[src/rtl/core/iem_pkg.sv]
// shared types and constants of the i2c eeprom master
package iem_pkg;

    // command codes
    localparam logic [2:0] OP_TICK    = 3'd0;
    localparam logic [2:0] OP_BYTE_WR = 3'd1;
    localparam logic [2:0] OP_PAGE_WR = 3'd2;
    localparam logic [2:0] OP_READ    = 3'd3;
    localparam logic [2:0] OP_LOAD    = 3'd4;

    // latched command codes
    localparam logic [1:0] CMD_BYTE_WR = 2'd1;
    localparam logic [1:0] CMD_READ    = 2'd3;

    // configuration register indexes
    localparam int          CFG_IDX_W       = 1;
    localparam int          CFG_DATA_W      = 15;
    localparam logic [0:0]  CFG_DEV_ADDR    = 1'b0;
    localparam logic [0:0]  CFG_ACK_TIMEOUT = 1'b1;

    localparam logic [6:0]  DEV_ADDR_RST    = 7'd80;
    localparam logic [14:0] ACK_TIMEOUT_RST = 15'd1000;

    // failure kinds
    localparam logic [1:0] FAIL_NONE    = 2'd0;
    localparam logic [1:0] FAIL_TIMEOUT = 2'd1;
    localparam logic [1:0] FAIL_NACK    = 2'd2;

    // one input tick
    typedef struct packed {
        logic [2:0] op;
        logic [7:0] word_addr;
        logic [7:0] wr_data;
        logic [2:0] page_index;
        logic [8:0] read_len;
        logic       sda_in;
    } iem_item_t;

    // bus sequencer phases
    typedef enum logic [21:0] {
        PH_IDLE = 22'h000001,
        PH_STA  = 22'h000002,
        PH_STB  = 22'h000004,
        PH_STC  = 22'h000008,
        PH_STD  = 22'h000010,
        PH_TXD  = 22'h000020,
        PH_TXH  = 22'h000040,
        PH_TXL  = 22'h000080,
        PH_TXE1 = 22'h000100,
        PH_TXE2 = 22'h000200,
        PH_AKW  = 22'h000400,
        PH_AKH  = 22'h000800,
        PH_AKL  = 22'h001000,
        PH_SPA  = 22'h002000,
        PH_SPB  = 22'h004000,
        PH_SPC  = 22'h008000,
        PH_RXR  = 22'h010000,
        PH_RXH  = 22'h020000,
        PH_RXL  = 22'h040000,
        PH_RXA  = 22'h080000,
        PH_RXAH = 22'h100000,
        PH_RXAL = 22'h200000
    } phase_t;

endpackage

[src/rtl/core/iem_if.sv]
// request channels of the i2c eeprom master
interface iem_item_if;
    logic       valid;
    logic       ready;
    logic [2:0] op;
    logic [7:0] word_addr;
    logic [7:0] wr_data;
    logic [2:0] page_index;
    logic [8:0] read_len;
    logic       sda_in;

    modport source (output valid, op, word_addr, wr_data, page_index, read_len, sda_in,
                    input ready);
    modport sink   (input valid, op, word_addr, wr_data, page_index, read_len, sda_in,
                    output ready);
endinterface

interface iem_result_if;
    logic       valid;
    logic       ready;
    logic       scl_out;
    logic       sda_out;
    logic       busy_res;
    logic       rd_valid;
    logic [7:0] rd_data;
    logic       rd_last;
    logic       done_res;
    logic [3:0] status;
    logic [1:0] fail_kind;

    modport source (output valid, scl_out, sda_out, busy_res, rd_valid, rd_data, rd_last,
                    done_res, status, fail_kind, input ready);
    modport sink   (input valid, scl_out, sda_out, busy_res, rd_valid, rd_data, rd_last,
                    done_res, status, fail_kind, output ready);
endinterface

[src/rtl/core/iem_front.sv]
// front end: accepts ticks into a two-entry queue
module iem_front (
    input  logic              clk,
    input  logic              rst_n,
    iem_item_if.sink          in,
    output logic              q_valid,
    output iem_pkg::iem_item_t q_item,
    input  logic              q_pop
);
    import iem_pkg::*;

    iem_item_t  slot_reg [2];
    logic       wptr_reg, rptr_reg;
    logic [1:0] cnt_reg;
    logic       push;

    assign in.ready = (cnt_reg != 2'd2);
    assign push     = in.valid && in.ready;
    assign q_valid  = (cnt_reg != 2'd0);
    assign q_item   = slot_reg[rptr_reg];

    // queue storage
    always_ff @(posedge clk)
    begin
        if (push)
        begin
            slot_reg[wptr_reg] <= '{op: in.op, word_addr: in.word_addr, wr_data: in.wr_data,
                                   page_index: in.page_index, read_len: in.read_len,
                                   sda_in: in.sda_in};
        end
    end

    // queue pointers and fill count
    always_ff @(posedge clk or negedge rst_n)
    begin
        if (!rst_n)
        begin
            wptr_reg <= 1'b0;
            rptr_reg <= 1'b0;
            cnt_reg  <= 2'd0;
        end
        else
        begin
            if (push)
                wptr_reg <= ~wptr_reg;
            if (q_pop)
                rptr_reg <= ~rptr_reg;
            cnt_reg <= cnt_reg + 2'(push) - 2'(q_pop);
        end
    end
endmodule

[src/rtl/core/iem_back.sv]
// back end: bus sequencer, page buffer and result register
module iem_back #(
    parameter int PAGE_BYTES = 8,
    parameter int MAX_READ   = 256
) (
    input  logic                            clk,
    input  logic                            rst_n,
    input  logic                            cfg_we,
    input  logic [iem_pkg::CFG_IDX_W-1:0]   cfg_index,
    input  logic [iem_pkg::CFG_DATA_W-1:0]  cfg_data,
    input  logic                            q_valid,
    input  iem_pkg::iem_item_t              q_item,
    output logic                            q_pop,
    iem_result_if.source                    out
);
    import iem_pkg::*;

    localparam int PIDX_W = (PAGE_BYTES > 1) ? $clog2(PAGE_BYTES) : 1;

    // configuration
    logic [6:0]  dev_addr_reg;
    logic [14:0] ack_timeout_reg;

    // sequencer state
    phase_t      phase_reg, phase_next;
    logic [3:0]  bit_count_reg, bit_count_next;
    logic [7:0]  shift_reg, shift_next;
    logic [15:0] wait_count_reg, wait_count_next;
    logic [8:0]  byte_count_reg, byte_count_next;
    logic [1:0]  cmd_reg, cmd_next;
    logic [7:0]  addr_reg, addr_next;
    logic [7:0]  data_reg, data_next;
    logic [8:0]  len_reg, len_next;
    logic        scl_reg, scl_next;
    logic        sda_reg, sda_next;
    logic [3:0]  end_status_reg, end_status_next;
    logic [1:0]  end_kind_reg, end_kind_next;
    logic [7:0]  page_buf [PAGE_BYTES];

    // result register
    logic        out_valid_reg;
    logic        busy_reg, rv_reg, rl_reg, done_reg;
    logic [7:0]  rd_reg;
    logic [3:0]  st_reg;
    logic [1:0]  fk_reg;

    logic        step;
    phase_t      ph;
    logic        busy, rv, rl, done;
    logic [7:0]  rd;
    logic [3:0]  st;
    logic [1:0]  fk;
    logic        pb_we;
    logic [PIDX_W-1:0] pb_widx, pb_ridx;
    logic [8:0]  rlen, seg_m1;
    logic [9:0]  byte_p1;
    logic        last_byte;

    assign step  = q_valid && (!out_valid_reg || out.ready);
    assign q_pop = step;

    assign pb_widx   = PIDX_W'(q_item.page_index);
    assign seg_m1    = byte_count_reg - 9'd1;
    assign byte_p1   = {1'b0, byte_count_reg} + 10'd1;
    assign last_byte = (byte_p1 >= {1'b0, len_reg});

    // next state for one tick
    always_comb
    begin
        phase_next      = phase_reg;
        bit_count_next  = bit_count_reg;
        shift_next      = shift_reg;
        wait_count_next = wait_count_reg;
        byte_count_next = byte_count_reg;
        cmd_next        = cmd_reg;
        addr_next       = addr_reg;
        data_next       = data_reg;
        len_next        = len_reg;
        scl_next        = scl_reg;
        sda_next        = sda_reg;
        end_status_next = end_status_reg;
        end_kind_next   = end_kind_reg;
        busy = 1'b0; rv = 1'b0; rl = 1'b0; done = 1'b0;
        rd = 8'd0; st = 4'd0; fk = FAIL_NONE;
        pb_we   = 1'b0;
        pb_ridx = '0;
        rlen    = q_item.read_len;
        ph      = phase_reg;

        // command decode while idle
        if (phase_reg == PH_IDLE)
        begin
            if (q_item.op == OP_LOAD)
            begin
                pb_we = (32'(q_item.page_index) < PAGE_BYTES);
            end
            else if (q_item.op == OP_BYTE_WR || q_item.op == OP_PAGE_WR ||
                     q_item.op == OP_READ)
            begin
                if (rlen == 9'd0)
                    rlen = 9'd1;
                if (32'(rlen) > MAX_READ)
                    rlen = 9'(MAX_READ);
                cmd_next        = q_item.op[1:0];
                addr_next       = q_item.word_addr;
                data_next       = q_item.wr_data;
                len_next        = rlen;
                byte_count_next = 9'd0;
                shift_next      = {dev_addr_reg, 1'b0};
                ph              = PH_STA;
            end
        end

        // one pin update
        if (ph != PH_IDLE)
        begin
            busy = 1'b1;
            unique case (ph)
                PH_STA: begin sda_next = 1'b1; phase_next = PH_STB; end
                PH_STB: begin scl_next = 1'b1; phase_next = PH_STC; end
                PH_STC: begin sda_next = 1'b0; phase_next = PH_STD; end
                PH_STD:
                begin
                    scl_next = 1'b0; bit_count_next = 4'd0; phase_next = PH_TXD;
                end
                PH_TXD: begin sda_next = shift_reg[7]; phase_next = PH_TXH; end
                PH_TXH: begin scl_next = 1'b1; phase_next = PH_TXL; end
                PH_TXL:
                begin
                    scl_next       = 1'b0;
                    shift_next     = {shift_reg[6:0], 1'b0};
                    bit_count_next = bit_count_reg + 4'd1;
                    phase_next     = (bit_count_next >= 4'd8) ? PH_TXE1 : PH_TXD;
                end
                PH_TXE1: begin scl_next = 1'b0; phase_next = PH_TXE2; end
                PH_TXE2:
                begin
                    sda_next = 1'b1; wait_count_next = 16'd0; phase_next = PH_AKW;
                end
                PH_AKW:
                begin
                    wait_count_next = wait_count_reg + 16'd1;
                    if (wait_count_next > {1'b0, ack_timeout_reg})
                    begin
                        end_status_next = byte_p1[3:0];
                        end_kind_next   = FAIL_TIMEOUT;
                        phase_next      = PH_SPA;
                    end
                    else if (!q_item.sda_in)
                        phase_next = PH_AKH;
                end
                PH_AKH:
                begin
                    scl_next = 1'b1;
                    if (q_item.sda_in)
                    begin
                        end_status_next = byte_p1[3:0];
                        end_kind_next   = FAIL_NACK;
                        phase_next      = PH_SPA;
                    end
                    else
                        phase_next = PH_AKL;
                end
                PH_AKL:
                begin
                    scl_next = 1'b0;
                    // choose the next segment of the transaction
                    priority if (byte_count_reg == 9'd0)
                    begin
                        byte_count_next = 9'd1;
                        shift_next = addr_reg; bit_count_next = 4'd0; phase_next = PH_TXD;
                    end
                    else if (byte_count_reg == 9'd1)
                    begin
                        byte_count_next = 9'd2;
                        if (cmd_reg == CMD_READ)
                        begin
                            shift_next = {dev_addr_reg, 1'b1}; phase_next = PH_STA;
                        end
                        else
                        begin
                            shift_next     = (cmd_reg == CMD_BYTE_WR) ? data_reg
                                                                      : page_buf[0];
                            bit_count_next = 4'd0;
                            phase_next     = PH_TXD;
                        end
                    end
                    else if (cmd_reg == CMD_READ)
                    begin
                        byte_count_next = 9'd0; phase_next = PH_RXR;
                    end
                    else if (cmd_reg != CMD_BYTE_WR && 32'(seg_m1) < PAGE_BYTES)
                    begin
                        pb_ridx         = seg_m1[PIDX_W-1:0];
                        byte_count_next = byte_p1[8:0];
                        shift_next      = page_buf[pb_ridx];
                        bit_count_next  = 4'd0;
                        phase_next      = PH_TXD;
                    end
                    else
                    begin
                        end_status_next = 4'd0; end_kind_next = FAIL_NONE;
                        phase_next      = PH_SPA;
                    end
                end
                PH_RXR:
                begin
                    sda_next = 1'b1; bit_count_next = 4'd0; shift_next = 8'd0;
                    phase_next = PH_RXH;
                end
                PH_RXH:
                begin
                    scl_next   = 1'b1;
                    shift_next = {shift_reg[6:0], q_item.sda_in};
                    phase_next = PH_RXL;
                end
                PH_RXL:
                begin
                    scl_next       = 1'b0;
                    bit_count_next = bit_count_reg + 4'd1;
                    phase_next     = (bit_count_next >= 4'd8) ? PH_RXA : PH_RXH;
                end
                PH_RXA: begin sda_next = last_byte; phase_next = PH_RXAH; end
                PH_RXAH: begin scl_next = 1'b1; phase_next = PH_RXAL; end
                PH_RXAL:
                begin
                    scl_next        = 1'b0;
                    rv              = 1'b1;
                    rd              = shift_reg;
                    rl              = last_byte;
                    byte_count_next = byte_p1[8:0];
                    if (last_byte)
                    begin
                        end_status_next = 4'd0; end_kind_next = FAIL_NONE;
                        phase_next      = PH_SPA;
                    end
                    else
                        phase_next = PH_RXR;
                end
                PH_SPA: begin sda_next = 1'b0; phase_next = PH_SPB; end
                PH_SPB: begin scl_next = 1'b1; phase_next = PH_SPC; end
                PH_SPC:
                begin
                    sda_next = 1'b1; done = 1'b1;
                    st = end_status_reg; fk = end_kind_reg;
                    phase_next = PH_IDLE;
                end
                default: phase_next = PH_IDLE;
            endcase
        end
    end

    // page buffer
    always_ff @(posedge clk)
    begin
        if (step && pb_we)
            page_buf[pb_widx] <= q_item.wr_data;
    end

    // configuration registers
    always_ff @(posedge clk or negedge rst_n)
    begin
        if (!rst_n)
        begin
            dev_addr_reg    <= DEV_ADDR_RST;
            ack_timeout_reg <= ACK_TIMEOUT_RST;
        end
        else if (cfg_we)
        begin
            if (cfg_index == CFG_DEV_ADDR)
                dev_addr_reg <= cfg_data[6:0];
            else
                ack_timeout_reg <= cfg_data;
        end
    end

    // sequencer state
    always_ff @(posedge clk or negedge rst_n)
    begin
        if (!rst_n)
        begin
            phase_reg      <= PH_IDLE;
            bit_count_reg  <= 4'd0;
            shift_reg      <= 8'd0;
            wait_count_reg <= 16'd0;
            byte_count_reg <= 9'd0;
            cmd_reg        <= 2'd0;
            addr_reg       <= 8'd0;
            data_reg       <= 8'd0;
            len_reg        <= 9'd0;
            scl_reg        <= 1'b1;
            sda_reg        <= 1'b1;
            end_status_reg <= 4'd0;
            end_kind_reg   <= FAIL_NONE;
        end
        else if (step)
        begin
            phase_reg      <= phase_next;
            bit_count_reg  <= bit_count_next;
            shift_reg      <= shift_next;
            wait_count_reg <= wait_count_next;
            byte_count_reg <= byte_count_next;
            cmd_reg        <= cmd_next;
            addr_reg       <= addr_next;
            data_reg       <= data_next;
            len_reg        <= len_next;
            scl_reg        <= scl_next;
            sda_reg        <= sda_next;
            end_status_reg <= end_status_next;
            end_kind_reg   <= end_kind_next;
        end
    end

    // result register
    always_ff @(posedge clk or negedge rst_n)
    begin
        if (!rst_n)
            out_valid_reg <= 1'b0;
        else if (step)
            out_valid_reg <= 1'b1;
        else if (out.ready)
            out_valid_reg <= 1'b0;
    end

    always_ff @(posedge clk)
    begin
        if (step)
        begin
            busy_reg <= busy; rv_reg <= rv; rd_reg <= rd; rl_reg <= rl;
            done_reg <= done; st_reg <= st; fk_reg <= fk;
        end
    end

    assign out.valid     = out_valid_reg;
    assign out.scl_out   = scl_reg;
    assign out.sda_out   = sda_reg;
    assign out.busy_res  = busy_reg;
    assign out.rd_valid  = rv_reg;
    assign out.rd_data   = rd_reg;
    assign out.rd_last   = rl_reg;
    assign out.done_res  = done_reg;
    assign out.status    = st_reg;
    assign out.fail_kind = fk_reg;
endmodule

[src/rtl/core/i2c_eeprom_master_unit.sv]
// top level of the i2c eeprom master
// Bit-banged I2C master for a small EEPROM: each request is one tick that makes at most
// one pin update on SCL/SDA and yields one result with the pin levels and status. Ticks
// pass a two-entry queue and then the single result register; the sequencer retires one
// per clock cycle while that register is empty or read, so a stream runs at one tick
// per cycle while out.ready is high, taking a tick in the same cycle a result leaves.
module i2c_eeprom_master_unit #(
    parameter int PAGE_BYTES = 8,
    parameter int MAX_READ   = 256
) (
    input  logic                            clk,
    input  logic                            rst_n,
    input  logic                            cfg_we,
    input  logic [iem_pkg::CFG_IDX_W-1:0]   cfg_index,
    input  logic [iem_pkg::CFG_DATA_W-1:0]  cfg_data,
    iem_item_if.sink                        in,
    iem_result_if.source                    out
);
    import iem_pkg::*;

    logic      q_valid, q_pop;
    iem_item_t q_item;

    // request queue
    iem_front u_front (
        .clk     (clk),
        .rst_n   (rst_n),
        .in      (in),
        .q_valid (q_valid),
        .q_item  (q_item),
        .q_pop   (q_pop)
    );

    // bus sequencer
    iem_back #(
        .PAGE_BYTES (PAGE_BYTES),
        .MAX_READ   (MAX_READ)
    ) u_back (
        .clk       (clk),
        .rst_n     (rst_n),
        .cfg_we    (cfg_we),
        .cfg_index (cfg_index),
        .cfg_data  (cfg_data),
        .q_valid   (q_valid),
        .q_item    (q_item),
        .q_pop     (q_pop),
        .out       (out)
    );
endmodule

[src/flat_wrapper.sv]
// flat-port wrapper written by rule: the top's interface ports become plain ports
module i2c_eeprom_master_unit_flat import iem_pkg::*;
#(
    parameter int PAGE_BYTES = 8,
    parameter int MAX_READ   = 256
)
  (clk, rst_n, cfg_we, cfg_index, cfg_data, in_valid, in_op, in_word_addr, in_wr_data, in_page_index, in_read_len, in_sda_in, in_ready, out_valid, out_scl_out, out_sda_out, out_busy_res, out_rd_valid, out_rd_data, out_rd_last, out_done_res, out_status, out_fail_kind, out_ready);
  iem_item_if in_i ();
  iem_result_if out_i ();
  input  logic clk;
  input  logic rst_n;
  input  logic cfg_we;
  input  logic [iem_pkg::CFG_IDX_W-1:0] cfg_index;
  input  logic [iem_pkg::CFG_DATA_W-1:0] cfg_data;
  input wire logic [$bits(in_i.valid)-1:0] in_valid;
  input wire logic [$bits(in_i.op)-1:0] in_op;
  input wire logic [$bits(in_i.word_addr)-1:0] in_word_addr;
  input wire logic [$bits(in_i.wr_data)-1:0] in_wr_data;
  input wire logic [$bits(in_i.page_index)-1:0] in_page_index;
  input wire logic [$bits(in_i.read_len)-1:0] in_read_len;
  input wire logic [$bits(in_i.sda_in)-1:0] in_sda_in;
  output wire logic [$bits(in_i.ready)-1:0] in_ready;
  output wire logic [$bits(out_i.valid)-1:0] out_valid;
  output wire logic [$bits(out_i.scl_out)-1:0] out_scl_out;
  output wire logic [$bits(out_i.sda_out)-1:0] out_sda_out;
  output wire logic [$bits(out_i.busy_res)-1:0] out_busy_res;
  output wire logic [$bits(out_i.rd_valid)-1:0] out_rd_valid;
  output wire logic [$bits(out_i.rd_data)-1:0] out_rd_data;
  output wire logic [$bits(out_i.rd_last)-1:0] out_rd_last;
  output wire logic [$bits(out_i.done_res)-1:0] out_done_res;
  output wire logic [$bits(out_i.status)-1:0] out_status;
  output wire logic [$bits(out_i.fail_kind)-1:0] out_fail_kind;
  input wire logic [$bits(out_i.ready)-1:0] out_ready;
  assign in_i.valid = in_valid;
  assign in_i.op = in_op;
  assign in_i.word_addr = in_word_addr;
  assign in_i.wr_data = in_wr_data;
  assign in_i.page_index = in_page_index;
  assign in_i.read_len = in_read_len;
  assign in_i.sda_in = in_sda_in;
  assign in_ready = in_i.ready;
  assign out_valid = out_i.valid;
  assign out_scl_out = out_i.scl_out;
  assign out_sda_out = out_i.sda_out;
  assign out_busy_res = out_i.busy_res;
  assign out_rd_valid = out_i.rd_valid;
  assign out_rd_data = out_i.rd_data;
  assign out_rd_last = out_i.rd_last;
  assign out_done_res = out_i.done_res;
  assign out_status = out_i.status;
  assign out_fail_kind = out_i.fail_kind;
  assign out_i.ready = out_ready;
  i2c_eeprom_master_unit #(.PAGE_BYTES(PAGE_BYTES), .MAX_READ(MAX_READ)) u_core (.clk(clk), .rst_n(rst_n), .cfg_we(cfg_we), .cfg_index(cfg_index), .cfg_data(cfg_data), .in(in_i), .out(out_i));
endmodule
[config.mk]
export PLATFORM = sky130hd
export DESIGN_NAME = i2c_eeprom_master_unit_flat
export DESIGN_NICKNAME = d
export VERILOG_FILES = /design/src/rtl/core/iem_pkg.sv /design/src/rtl/core/iem_if.sv /design/src/rtl/core/iem_front.sv /design/src/rtl/core/iem_back.sv /design/src/rtl/core/i2c_eeprom_master_unit.sv /design/src/flat_wrapper.sv
export SDC_FILE = /design/constraint.sdc
export NUM_CORES = 1
export LEC_CHECK = 0
export BUFFER_PORTS_ARGS = -buffer_cell sky130_fd_sc_hd__buf_2
export CELL_PAD_IN_SITES_DETAIL_PLACEMENT = 0
export CELL_PAD_IN_SITES_GLOBAL_PLACEMENT = 2
export CORE_ASPECT_RATIO = 1.5
export CORE_MARGIN = 5
export CORE_UTILIZATION = 38
export CTS_BUF_LIST = sky130_fd_sc_hd__clkbuf_16
export CTS_CLUSTER_DIAMETER = 200
export DETAILED_ROUTE_END_ITERATION = 8
export PLACE_DENSITY_LB_ADDON = 0.1
export SLEW_MARGIN = 20
export SYNTH_ARGS = -nofsm -noshare
export SYNTH_HDL_FRONTEND = slang
export SYNTH_SLANG_ARGS = --single-unit
[constraint.sdc]
create_clock -name clk -period 3.3 [get_ports clk]
set_input_delay 0.99 -clock clk [delete_from_list [all_inputs] [get_ports clk]]
set_output_delay 0.99 -clock clk [all_outputs]
set_load 0.02 [all_outputs]
==> results.sh, run 1 <==
export IMPL_status="finished with violations"
export IMPL_failed_checks="setup timing"
export IMPL_gr_usage_all_layers_pct=16.77
export IMPL_first_global_vias=9198
export IMPL_drtPass1Iterations=5
export IMPL_stdcell_count=1680
export IMPL_yosys_most_used_dff="edfxtp_1"
export IMPL_worstPathArrival_ns=3.84
export IMPL_slowest_delay_ns=0.53
export IMPL_clkTransAtPathRegs_ns=0.07
export IMPL_reg2reg_depth=14
export IMPL_p_sw_mw=3.294
export IMPL_tightestPinTransition_ns=0.9859
export IMPL_dpl_cell_count=1619
export IMPL_r2r_end="u_core.u_back.phase_reg[15]$_DFFE_PN0P_"
export IMPL_async_flop_share_pct=45.32
export IMPL_slew_limit_headroom_pct=33.71
export IMPL_rows=82
export IMPL_diodes=0
export IMPL_final_cell_mix="edfxtp_1 (146), dfrtp_1 (109), buf_4 (105)"
export IMPL_globalplace_congestion=0.8419
export IMPL_rsz0062_at_grt="yes"
export IMPL_cts_made_buffers=28
export IMPL_report_final_slew_viol_count=0
export IMPL_startpoint_type="register"
export IMPL_fin_nets=1323
export IMPL_clockRootBuffer="clkbuf_16"
export IMPL_vias=8745
export IMPL_cp_max_fo=7
export IMPL_setup_viol=25
export IMPL_finalCriticalPeriod_ns=3.400
export IMPL_syn_nets=1145
export IMPL_yosysWarnings=0
export IMPL_ys_types=74
export IMPL_setup_tns_ns=-1.573
export IMPL_internal_power_mw=7.152
export IMPL_numPortBuffers=74
export IMPL_detail_route_iter0_violations=406
export IMPL_cts_tree="yes"
export IMPL_hpwlAfterDp_um=23350
export IMPL_htreeDepth=1
export IMPL_pre_cts_ws_ns=-0.2320
export IMPL_seqPwrFrac_pct=44.2
export IMPL_clock_skew_ns=0.02381
export IMPL_core_um2=33340
export IMPL_end_kind="register"
export IMPL_p_clk_share_pct=30.1
export IMPL_area_growth_pct=22.57
export IMPL_drive_above_1_share_pct=28.89
export IMPL_boundaryPins=75
export IMPL_die_h_um=234.7
export IMPL_ys_seq_area_share_pct=58.06
export IMPL_hp_class="in -> async"
export IMPL_gr_total_overflow=0
export IMPL_final_common_cell="edfxtp_1"
export IMPL_syn_area_um2=12790
export IMPL_slowest_stage="or4_4"
export IMPL_total_power_mw=10.45
export IMPL_required_ns=3.74
export IMPL_ant_nets=0
export IMPL_route_detailed_drc=0
export IMPL_pwr_share_comb_pct=25.7
export IMPL_routed_wl_um=31200
export IMPL_chipWidth_um=159.8
export IMPL_max_cap_viol_count=0
export IMPL_powerDensity_nw_per_um2=666.3
export IMPL_initial_core_util_pct=38.36
export IMPL_cts_sink_count=267
export IMPL_ys_ff_latch=267
export IMPL_grt_max_degree=51
export IMPL_via_per_inst=5.205
export IMPL_rrSetupSlack_ns=-0.10
export IMPL_synthCells=1060
export IMPL_dieArea_um2=37500
export IMPL_hold_viol_final=0
export IMPL_utilization_pct=47.01
export IMPL_ir_worst_vdd_mv=0.4452
export IMPL_grt_pass1_wl_um=50750
export IMPL_fmax_ghz=0.2941
export IMPL_crit_type="reg -> reg"
export IMPL_swShare_pct=31.53
export IMPL_timing_rr_start="u_core.u_back.wait_count_reg[1]$_DFFE_PN0P_"
export IMPL_syn_avg_cell_area_um2=12.07
export IMPL_antenna_found_initial=0
export IMPL_fin_ws_ns=-0.1003
export IMPL_fin_crit_sh_pct=103.0
export IMPL_cts_hold_buf=0
export IMPL_path_cells="ha_2 > and3_4 > nand3_4 > nor2_4 > and3_4 > nand3_4 > xnor2_4 > ha_4 > or4_4 > a21oi_4 > a31oi_4 > o31ai_4 > buf_12 > mux2_4"
export IMPL_leakage_nw=6.562
export IMPL_cts_path_max_buffers=3
export IMPL_insertion_delay_ns=0.57
export IMPL_synth_enable_flop_cells=146
export IMPL_wl_per_cell_um=18.57
[cell type report]
type,count,area (µm²)
clock buffer,28,700.7
clock inverter,24,225.2
fill,3128,17670
inverter,43,161.4
multi-input combinational,706,5251
sequential,267,7427
tap,420,525.5
timing repair buffer,192,1385
[worst max path at each step]
stage                                                startpoint  slack [ns]                                        end  cells past startpoint
floorplan           u_core.u_back.wait_count_reg[0]$_DFFE_PN0P_       -0.07    u_core.u_back.phase_reg[11]$_DFFE_PN0P_                     15
finish              u_core.u_back.wait_count_reg[1]$_DFFE_PN0P_       -0.10    u_core.u_back.phase_reg[15]$_DFFE_PN0P_                     14
detailed placement  u_core.u_back.wait_count_reg[0]$_DFFE_PN0P_       -0.23     u_core.u_back.phase_reg[7]$_DFFE_PN0P_                     15
global route        u_core.u_back.wait_count_reg[1]$_DFFE_PN0P_       -0.25    u_core.u_back.phase_reg[20]$_DFFE_PN0P_                     14
CTS                 u_core.u_back.wait_count_reg[0]$_DFFE_PN0P_       -0.07     u_core.u_back.phase_reg[9]$_DFFE_PN0P_                     16
global placement    u_core.u_back.wait_count_reg[0]$_DFFE_PN0P_       -0.17  u_core.u_back.end_kind_reg[1]$_DFFE_PN0P_                     15
[cell usage after synthesis (all sizes together) (23+ instances only)]
cell / n / share of area, %
edfxtp: 146 / 34
dfrtp: 110 / 22
nand2: 101 / 3.0
o21ai: 79 / 3.1
nor2: 78 / 2.3
mux2: 56 / 4.9
inv: 42 / 1.2
mux2i: 35 / 2.7
ha: 32 / 3.1
clkbuf: 31 / 0.91
nand3: 24 / 0.94
nor3: 24 / 1.1
nor4: 23 / 1.3
[power groups by stage]
stage               clock network, mW  logic, mW  registers [mW]
floorplan                           0       1.63            4.64
global placement                    0       2.61            4.67
detailed placement                  0       2.63            4.68
CTS                              3.26       2.73            4.62
global route                     3.40       2.97            4.69
finish                           3.15       2.69            4.61
[stage by stage]
| step | hold slack (ns) | cell area [µm²] |
|---|---|---|
| after global placement | 0.4539 | 14500 |
| after floorplan | 0.4447 | 12860 |
| after global routing | 0.4720 | 15680 |
| after CTS | 0.4440 | 15540 |
| after detailed placement | 0.4552 | 14500 |
| final | 0.4370 | 15680 |
[routing by layer]
layer	track usage (%)	up-vias	wire length, µm
met1	20.50	4247	12880
li1	-	4297	-
met4	5.844	0	1067
met2	30.42	141	16340
met5	0	-	0
met3	2.156	60	922
[timing repair]
| action | in CTS | in global routing |
|---|---|---|
| setup endpoints to repair | 28 | 28 |
| resized for setup | 13 | 34 |
| gates cloned | 1 | 0 |
| buffers inserted | 4 | 8 |
| pin swaps | 6 | 17 |
[cell families (layout without fill, tap and decap cells)]
family | count (synthesis) | in the layout | synth area share (%)
simple gates | 350 | 350 | 14.12
flops | 267 | 267 | 58.06
compound gates | 187 | 187 | 9.450
mux | 107 | 107 | 10.49
buf+inv | 87 | 287 | 2.700
fa+ha+maj | 32 | 32 | 3.130
xor+xnor | 30 | 30 | 2.054
[worst max-delay path: cells and delay by family (launching register included)]
kind            cells  cell delay [ns]
simple gates        6             1.27
compound gates      3             0.61
mux                 1             0.30
flops               1             0.38
xor+xnor            1             0.18
buf+inv             1             0.18
fa+ha+maj           2             0.36
Power figures use the tool's default switching activity.
==> run 2, diff against run 1 <==
--- a/config.mk
+++ b/config.mk
@@ -10,11 +10,12 @@
 export CELL_PAD_IN_SITES_GLOBAL_PLACEMENT = 2
 export CORE_ASPECT_RATIO = 1.5
 export CORE_MARGIN = 5
-export CORE_UTILIZATION = 38
+export CORE_UTILIZATION = 45
 export CTS_BUF_LIST = sky130_fd_sc_hd__clkbuf_16
 export CTS_CLUSTER_DIAMETER = 200
 export DETAILED_ROUTE_END_ITERATION = 8
 export PLACE_DENSITY_LB_ADDON = 0.1
+export SKIP_LAST_GASP = 1
 export SLEW_MARGIN = 20
 export SYNTH_ARGS = -nofsm -noshare
 export SYNTH_HDL_FRONTEND = slang
==> constraint.sdc (replaced) <==
create_clock -name clk -period 4.4 [get_ports clk]
set_input_delay 1.32 -clock clk [delete_from_list [all_inputs] [get_ports clk]]
set_output_delay 1.32 -clock clk [all_outputs]
set_load 0.02 [all_outputs]
==> run 2 against run 1 <==
Net effect:
- the run now ends clean
- sequential power shrank 25%
- die area shrank 15%
- flip-flop and latch count is the same
- non-clock buffer count shrank 94
- clock skew shrank 0.0077 ns
- critical endpoint is now u_core.u_back.end_kind_reg[0]$_DFFE_PN0P_
- largest cell class unchanged
==> results.sh, run 2 (synthesized netlist as in run 1, its figures left out) <==
export IMPL_status="completed"
export IMPL_wl_per_cell_um=19.18
export IMPL_routed_wl_um=28960
export IMPL_insertion_delay_ns=0.55
export IMPL_dpl_cell_area_um2=13630
export IMPL_rrSetupSlack_ns=0.34
export IMPL_required_ns=4.83
export IMPL_powerDensity_nw_per_um2=527.0
export IMPL_grt_use_met1_pct=23.02
export IMPL_met2_usage_pct=32.84
export IMPL_r2r_end="u_core.u_back.end_kind_reg[0]$_DFFE_PN0P_"
export IMPL_cp_max_fo=7
export IMPL_holdPathStages=2
export IMPL_vias=8372
export IMPL_drive_above_1_share_pct=20.53
export IMPL_startpoint_type="register"
export IMPL_path_cells="ha_1 > and3_1 > nand3_1 > nor2_1 > and3_1 > xor2_1 > ha_1 > nand4_1 > or2_2 > a21o_1 > a31oi_2 > nor2_1 > a211oi_4 > mux2_2"
export IMPL_slowest_delay_ns=0.48
export IMPL_worstHoldStart="u_core.u_back.out.sda_out$_DFFE_PN1P_"
export IMPL_worstPathArrival_ns=4.49
export IMPL_gr_usage_all_layers_pct=18.47
export IMPL_end_kind="register"
export IMPL_clock_skew_ns=0.01613
export IMPL_htreeDepth=1
export IMPL_gr_total_overflow=0
export IMPL_final_common_cell="edfxtp_1"
export IMPL_route_detailed_drc=0
export IMPL_crit_type="reg -> reg"
export IMPL_core_um2=28060
export IMPL_dieArea_um2=31960
export IMPL_cts_path_max_buffers=3
export IMPL_boundaryPins=75
export IMPL_cts_tree="yes"
export IMPL_leakage_nw=6.029
export IMPL_worst_path_buf_inv=0
export IMPL_finalCriticalPeriod_ns=4.059
export IMPL_ant_nets=0
export IMPL_critical_path_top_delay_family="simple AND/OR/NAND/NOR gates"
export IMPL_globalplace_congestion=0.8329
export IMPL_fill_cells=2512
export IMPL_reg2reg_depth=14
export IMPL_slew_limit_headroom_pct=33.24
export IMPL_cts_sink_count=267
export IMPL_ir_worst_vdd_mv=0.3646
export IMPL_fin_crit_sh_pct=92.25
export IMPL_hp_class="reg -> reg"
export IMPL_tightestPinTransition_ns=0.9923
export IMPL_rsz0062_at_grt="no"
export IMPL_met3_usage_pct=2.507
export IMPL_chipWidth_um=147.7
export IMPL_antenna_found_initial=0
export IMPL_timing_rr_start="u_core.u_back.wait_count_reg[0]$_DFFE_PN0P_"
export IMPL_rows=75
export IMPL_area_growth_pct=14.25
export IMPL_setup_tns_ns=0
export IMPL_hpwlAfterDp_um=21460
export IMPL_fmax_ghz=0.2464
export IMPL_die_h_um=216.5
export IMPL_clkTransAtPathRegs_ns=0.07
export IMPL_setup_viol=0
export IMPL_grt_max_degree=66
export IMPL_detail_route_iter0_violations=420
export IMPL_hold_viol_final=0
export IMPL_slowest_stage="a211oi_4"
export IMPL_dpl_cell_count=1460
export IMPL_crit_cells=14
export IMPL_grt_pass1_wl_um=47730
export IMPL_diodes=0
export IMPL_total_power_mw=7.700
export IMPL_cp_endpoint="u_core.u_back.end_kind_reg[0]$_DFFE_PN0P_"
export IMPL_fin_nets=1228
export IMPL_utilization_pct=52.08
export IMPL_stdcell_count=1510
export IMPL_first_global_vias=8802
export IMPL_max_cap_viol_count=0
export IMPL_clockRootBuffer="clkbuf_16"
export IMPL_final_cell_mix="edfxtp_1 (146), dfrtp_1 (109), nand2_1 (101)"
export IMPL_drtPass1Iterations=5
export IMPL_numPortBuffers=74
export IMPL_cts_made_buffers=27
export IMPL_grt_busiest_layer="met2"
export IMPL_initial_core_util_pct=45.58
export IMPL_via_per_inst=5.544
export IMPL_report_final_slew_viol_count=0
export IMPL_design_area_um2=14610
export IMPL_startpoint="u_core.u_back.wait_count_reg[0]$_DFFE_PN0P_"
[run 2: changes by cell type in the layout (fill, tap and decap cells not counted), moves of 4 or more]
cell       previous run  this run
buf_4               105        23
mux2_4                9         0
o21ai_0              68        76
o21ai_1              10         3
buf_12                8         2
mux2_1                0         6
buf_6                 5         0
bufinv_16             3         7
nor2_1               73        77
[run 2: power breakdown]
group	switching, mW	total, mW	internal [mW]
sequential	0.284	3.48	3.19
clock	0.958	2.49	1.53
combinational	1.09	1.74	0.643
total	2.33	7.70	5.37
[run 2: worst min path at each step]
stage	end
2_1_floorplan	u_core.u_back.addr_reg[0]$_DFFE_PN0P_
3_3_place_gp	u_core.u_back.out.sda_out$_DFFE_PN1P_
3_5_place_dp	u_core.u_back.out.sda_out$_DFFE_PN1P_
4_1_cts	u_core.u_back.out.sda_out$_DFFE_PN1P_
5_1_grt	u_core.u_back.out.sda_out$_DFFE_PN1P_
6_report	u_core.u_back.out.sda_out$_DFFE_PN1P_
[run 2: worst min-delay path: stages, from the launching register on]
cell and delay, ns:
dfstp_2 0.36, inv_1 0.05, a21oi_1 0.06
[run 2: metrics by stage]
step	setup WS (ns)	hold WS, ns
final	0.3409	0.4713
after global routing	0.05423	0.4807
after CTS	0.08284	0.4767
after detailed placement	0.1249	0.4668
after global placement	0.1987	0.4566
after floorplan	0.7446	0.4447
[run 2: layout make-up]
cell class,count,area [µm²],share of cell area (%)
flip-flops and latches,267,7427,50.83
multi-input cells,706,5041,34.50
clock buffers,27,675.6,4.624
repair buffers,98,578.1,3.956
well taps,346,432.9,2.963
clock inverters,23,296.5,2.029
inverters,43,161.4,1.105
[run 2: per-layer routing]
metal / wire (µm) / vias up
li1: - / 4114
met1: 12030 / 4064
met2: 15120 / 140
met5: 0 / -
met3: 915 / 54
met4: 886 / 0
[run 2: timing repair]
action                                 4_1_cts  5_1_grt
buffers inserted                             0        0
resized for setup                            0        1
endpoints found under the hold margin        0        0
hold buffers                                 0        0
setup endpoints to repair                    0        6
==> run 3, diff against run 2 <==
--- a/config.mk
+++ b/config.mk
@@ -15,6 +15,7 @@
 export CTS_CLUSTER_DIAMETER = 200
 export DETAILED_ROUTE_END_ITERATION = 8
 export PLACE_DENSITY_LB_ADDON = 0.1
+export SETUP_SLACK_MARGIN = 0.4
 export SKIP_LAST_GASP = 1
 export SLEW_MARGIN = 20
 export SYNTH_ARGS = -nofsm -noshare
==> run 3 against run 2 <==
Net effect:
- count of clock-buffer cells in the layout did not move
- non-clock buffer count rose by 4
- clock skew fell by 0.0017 ns
- highest routed layer unchanged
- largest power group unchanged
- global-route usage barely moved
- worst setup slack improved by 0.34 ns
- largest cell class unchanged
- critical path type unchanged
- combinational power rose by 3%
- first-iteration DRC count fell by 12%
- clock power barely moved
- design area rose by 0.58%
- via count rose by 0.68%
==> results.sh, run 3 (synthesized netlist as in run 1, its figures left out) <==
export IMPL_status="completed"
export IMPL_drtPass1Iterations=5
export IMPL_fin_nets=1232
export IMPL_internal_power_mw=5.401
export IMPL_slowest_delay_ns=0.53
export IMPL_fill_cells=2505
export IMPL_max_cap_viol_count=0
export IMPL_cts_tree="yes"
export IMPL_startpoint="u_core.u_back.wait_count_reg[0]$_DFFE_PN0P_"
export IMPL_clock_skew_ns=0.01441
export IMPL_cts_hold_buf=0
export IMPL_pre_cts_ws_ns=0.1249
export IMPL_swShare_pct=30.36
export IMPL_report_final_slew_viol_count=0
export IMPL_hold_viol_final=0
export IMPL_powerDensity_nw_per_um2=527.6
export IMPL_pwr_share_comb_pct=23.1
export IMPL_timing_rr_start="u_core.u_back.wait_count_reg[0]$_DFFE_PN0P_"
export IMPL_reg2reg_depth=14
export IMPL_clockRootBuffer="clkbuf_16"
export IMPL_die_h_um=216.5
export IMPL_routed_wl_um=29270
export IMPL_p_clk_share_pct=32.1
export IMPL_worst_path_buf_inv=1
export IMPL_path_cells="ha_1 > and3_1 > nand3_1 > nor2_2 > and3_2 > nand2b_1 > xnor2_1 > ha_1 > or4_1 > a21oi_2 > a31oi_4 > o31ai_4 > buf_12 > mux2_2"
export IMPL_area_growth_pct=14.92
export IMPL_final_common_cell="edfxtp_1"
export IMPL_setup_viol=0
export IMPL_cpMostUsedCell="ha_1"
export IMPL_core_um2=28060
export IMPL_htreeDepth=1
export IMPL_fin_ws_ns=0.6839
export IMPL_via_per_inst=5.567
export IMPL_wl_per_cell_um=19.33
export IMPL_slew_limit_headroom_pct=33.78
export IMPL_required_ns=4.83
export IMPL_boundaryPins=75
export IMPL_grt_use_met1_pct=23.03
export IMPL_leakage_nw=6.060
export IMPL_ant_nets=0
export IMPL_clkTransAtPathRegs_ns=0.06
export IMPL_dieArea_um2=31960
export IMPL_rsz0062_at_grt="no"
export IMPL_first_global_vias=8814
export IMPL_route_detailed_drc=0
export IMPL_final_cell_mix="edfxtp_1 (146), dfrtp_1 (108), nand2_1 (101)"
export IMPL_drive_above_1_share_pct=21.23
export IMPL_multi_input_area_um2=5065
export IMPL_ir_worst_vdd_mv=0.3645
export IMPL_regArea_um2=7428
export IMPL_finalCriticalPeriod_ns=3.716
export IMPL_end_kind="register"
export IMPL_cts_made_buffers=27
export IMPL_gr_usage_all_layers_pct=18.47
export IMPL_r2r_end="u_core.u_back.phase_reg[3]$_DFFE_PN0P_"
export IMPL_grt_busiest_layer="met2"
export IMPL_setup_tns_ns=0
export IMPL_crit_cells=14
export IMPL_cp_max_fo=17
export IMPL_utilization_pct=52.38
export IMPL_fin_crit_sh_pct=84.46
export IMPL_grt_pass1_wl_um=47750
export IMPL_vias=8429
export IMPL_seqPwrFrac_pct=44.8
export IMPL_startpoint_type="register"
export IMPL_globalplace_congestion=0.8329
export IMPL_numPortBuffers=74
export IMPL_tightestPinTransition_ns=0.9842
export IMPL_initial_core_util_pct=45.58
export IMPL_diodes=0
export IMPL_worstPathArrival_ns=4.15
export IMPL_met2_usage_pct=32.85
export IMPL_fmax_ghz=0.2691
export IMPL_chipWidth_um=147.7
export IMPL_rrSetupSlack_ns=0.68
export IMPL_critical_path_top_delay_family="simple AND/OR/NAND/NOR gates"
export IMPL_gr_total_overflow=0
export IMPL_rows=75
export IMPL_crit_type="reg -> reg"
export IMPL_met3_usage_pct=2.507
export IMPL_detail_route_iter0_violations=371
export IMPL_cp_endpoint="u_core.u_back.phase_reg[3]$_DFFE_PN0P_"
export IMPL_hp_class="reg -> reg"
export IMPL_cts_path_max_buffers=3
export IMPL_insertion_delay_ns=0.55
export IMPL_antenna_found_initial=0
export IMPL_hpwlAfterDp_um=21460
export IMPL_cts_sink_count=267
export IMPL_slowest_stage="or4_1"
export IMPL_grt_max_degree=66
export IMPL_p_sw_mw=2.354
run 3: final cells by class:
cell class | instances | area share [%]
multi-input cells | 706 | 34.46
inverters | 43 | 1.098
well taps | 346 | 2.945
repair buffers | 102 | 4.342
clock buffers | 27 | 4.597
clock inverters | 23 | 2.018
flip-flops and latches | 267 | 50.54
run 3: worst min path at each step:
stage,depth (start not counted),endpoint,slack [ns],from
6_report,2,u_core.u_back.out.sda_out$_DFFE_PN1P_,0.47,u_core.u_back.out.sda_out$_DFFE_PN1P_
5_1_grt,2,u_core.u_back.out.sda_out$_DFFE_PN1P_,0.48,u_core.u_back.out.sda_out$_DFFE_PN1P_
4_1_cts,2,u_core.u_back.out.sda_out$_DFFE_PN1P_,0.48,u_core.u_back.out.sda_out$_DFFE_PN1P_
3_5_place_dp,2,u_core.u_back.out.sda_out$_DFFE_PN1P_,0.47,u_core.u_back.out.sda_out$_DFFE_PN1P_
3_3_place_gp,2,u_core.u_back.out.sda_out$_DFFE_PN1P_,0.46,u_core.u_back.out.sda_out$_DFFE_PN1P_
2_1_floorplan,2,u_core.u_back.addr_reg[0]$_DFFE_PN0P_,0.44,u_core.u_back.addr_reg[0]$_DFFE_PN0P_
run 3: metal layers:
metal | vias to the layer above | part of all wire, %
met2 | 139 | 52
li1 | 4122 | -
met3 | 54 | 3.3
met5 | - | 0
met4 | 0 | 3.0
met1 | 4114 | 41
run 3: worst min-delay path, delay by kind of cell (launching register included):
kind | cells | cell delay, ns
DFF | 1 | 0.36
buffers and inverters | 1 | 0.05
AOI/OAI and AO/OA | 1 | 0.06
run 3: what timing repair did:
item | 4_1_cts | 5_1_grt
endpoints found under the hold margin | 0 | 0
endpoints found under the setup margin | 7 | 22
gates cloned | 0 | 1
buffers inserted | 2 | 1
pin swaps | 1 | 1
gates resized for setup | 1 | 6
run 3: per-stage QoR:
step / hold WS (ns) / area, µm² / instances / total power, mW
3_3_place_gp: 0.4566 / 13620 / 1460 / 5.253
4_1_cts: 0.4767 / 14630 / 1512 / 7.813
3_5_place_dp: 0.4668 / 13630 / 1460 / 5.292
2_1_floorplan: 0.4447 / 12790 / 1060 / 4.692
5_1_grt: 0.4807 / 14700 / 1514 / 8.188
6_report: 0.4712 / 14700 / 1514 / 7.755
run 3: power by group through the flow:
stage                     Combinational (mW)  Sequential [mW]  Clock (mW)
after floorplan                         1.21             3.48           0
final                                   1.79             3.48        2.49
after global placement                  1.74             3.52           0
after global routing                    1.99             3.54        2.67
after CTS                               1.77             3.48        2.56
after detailed placement                1.76             3.53           0
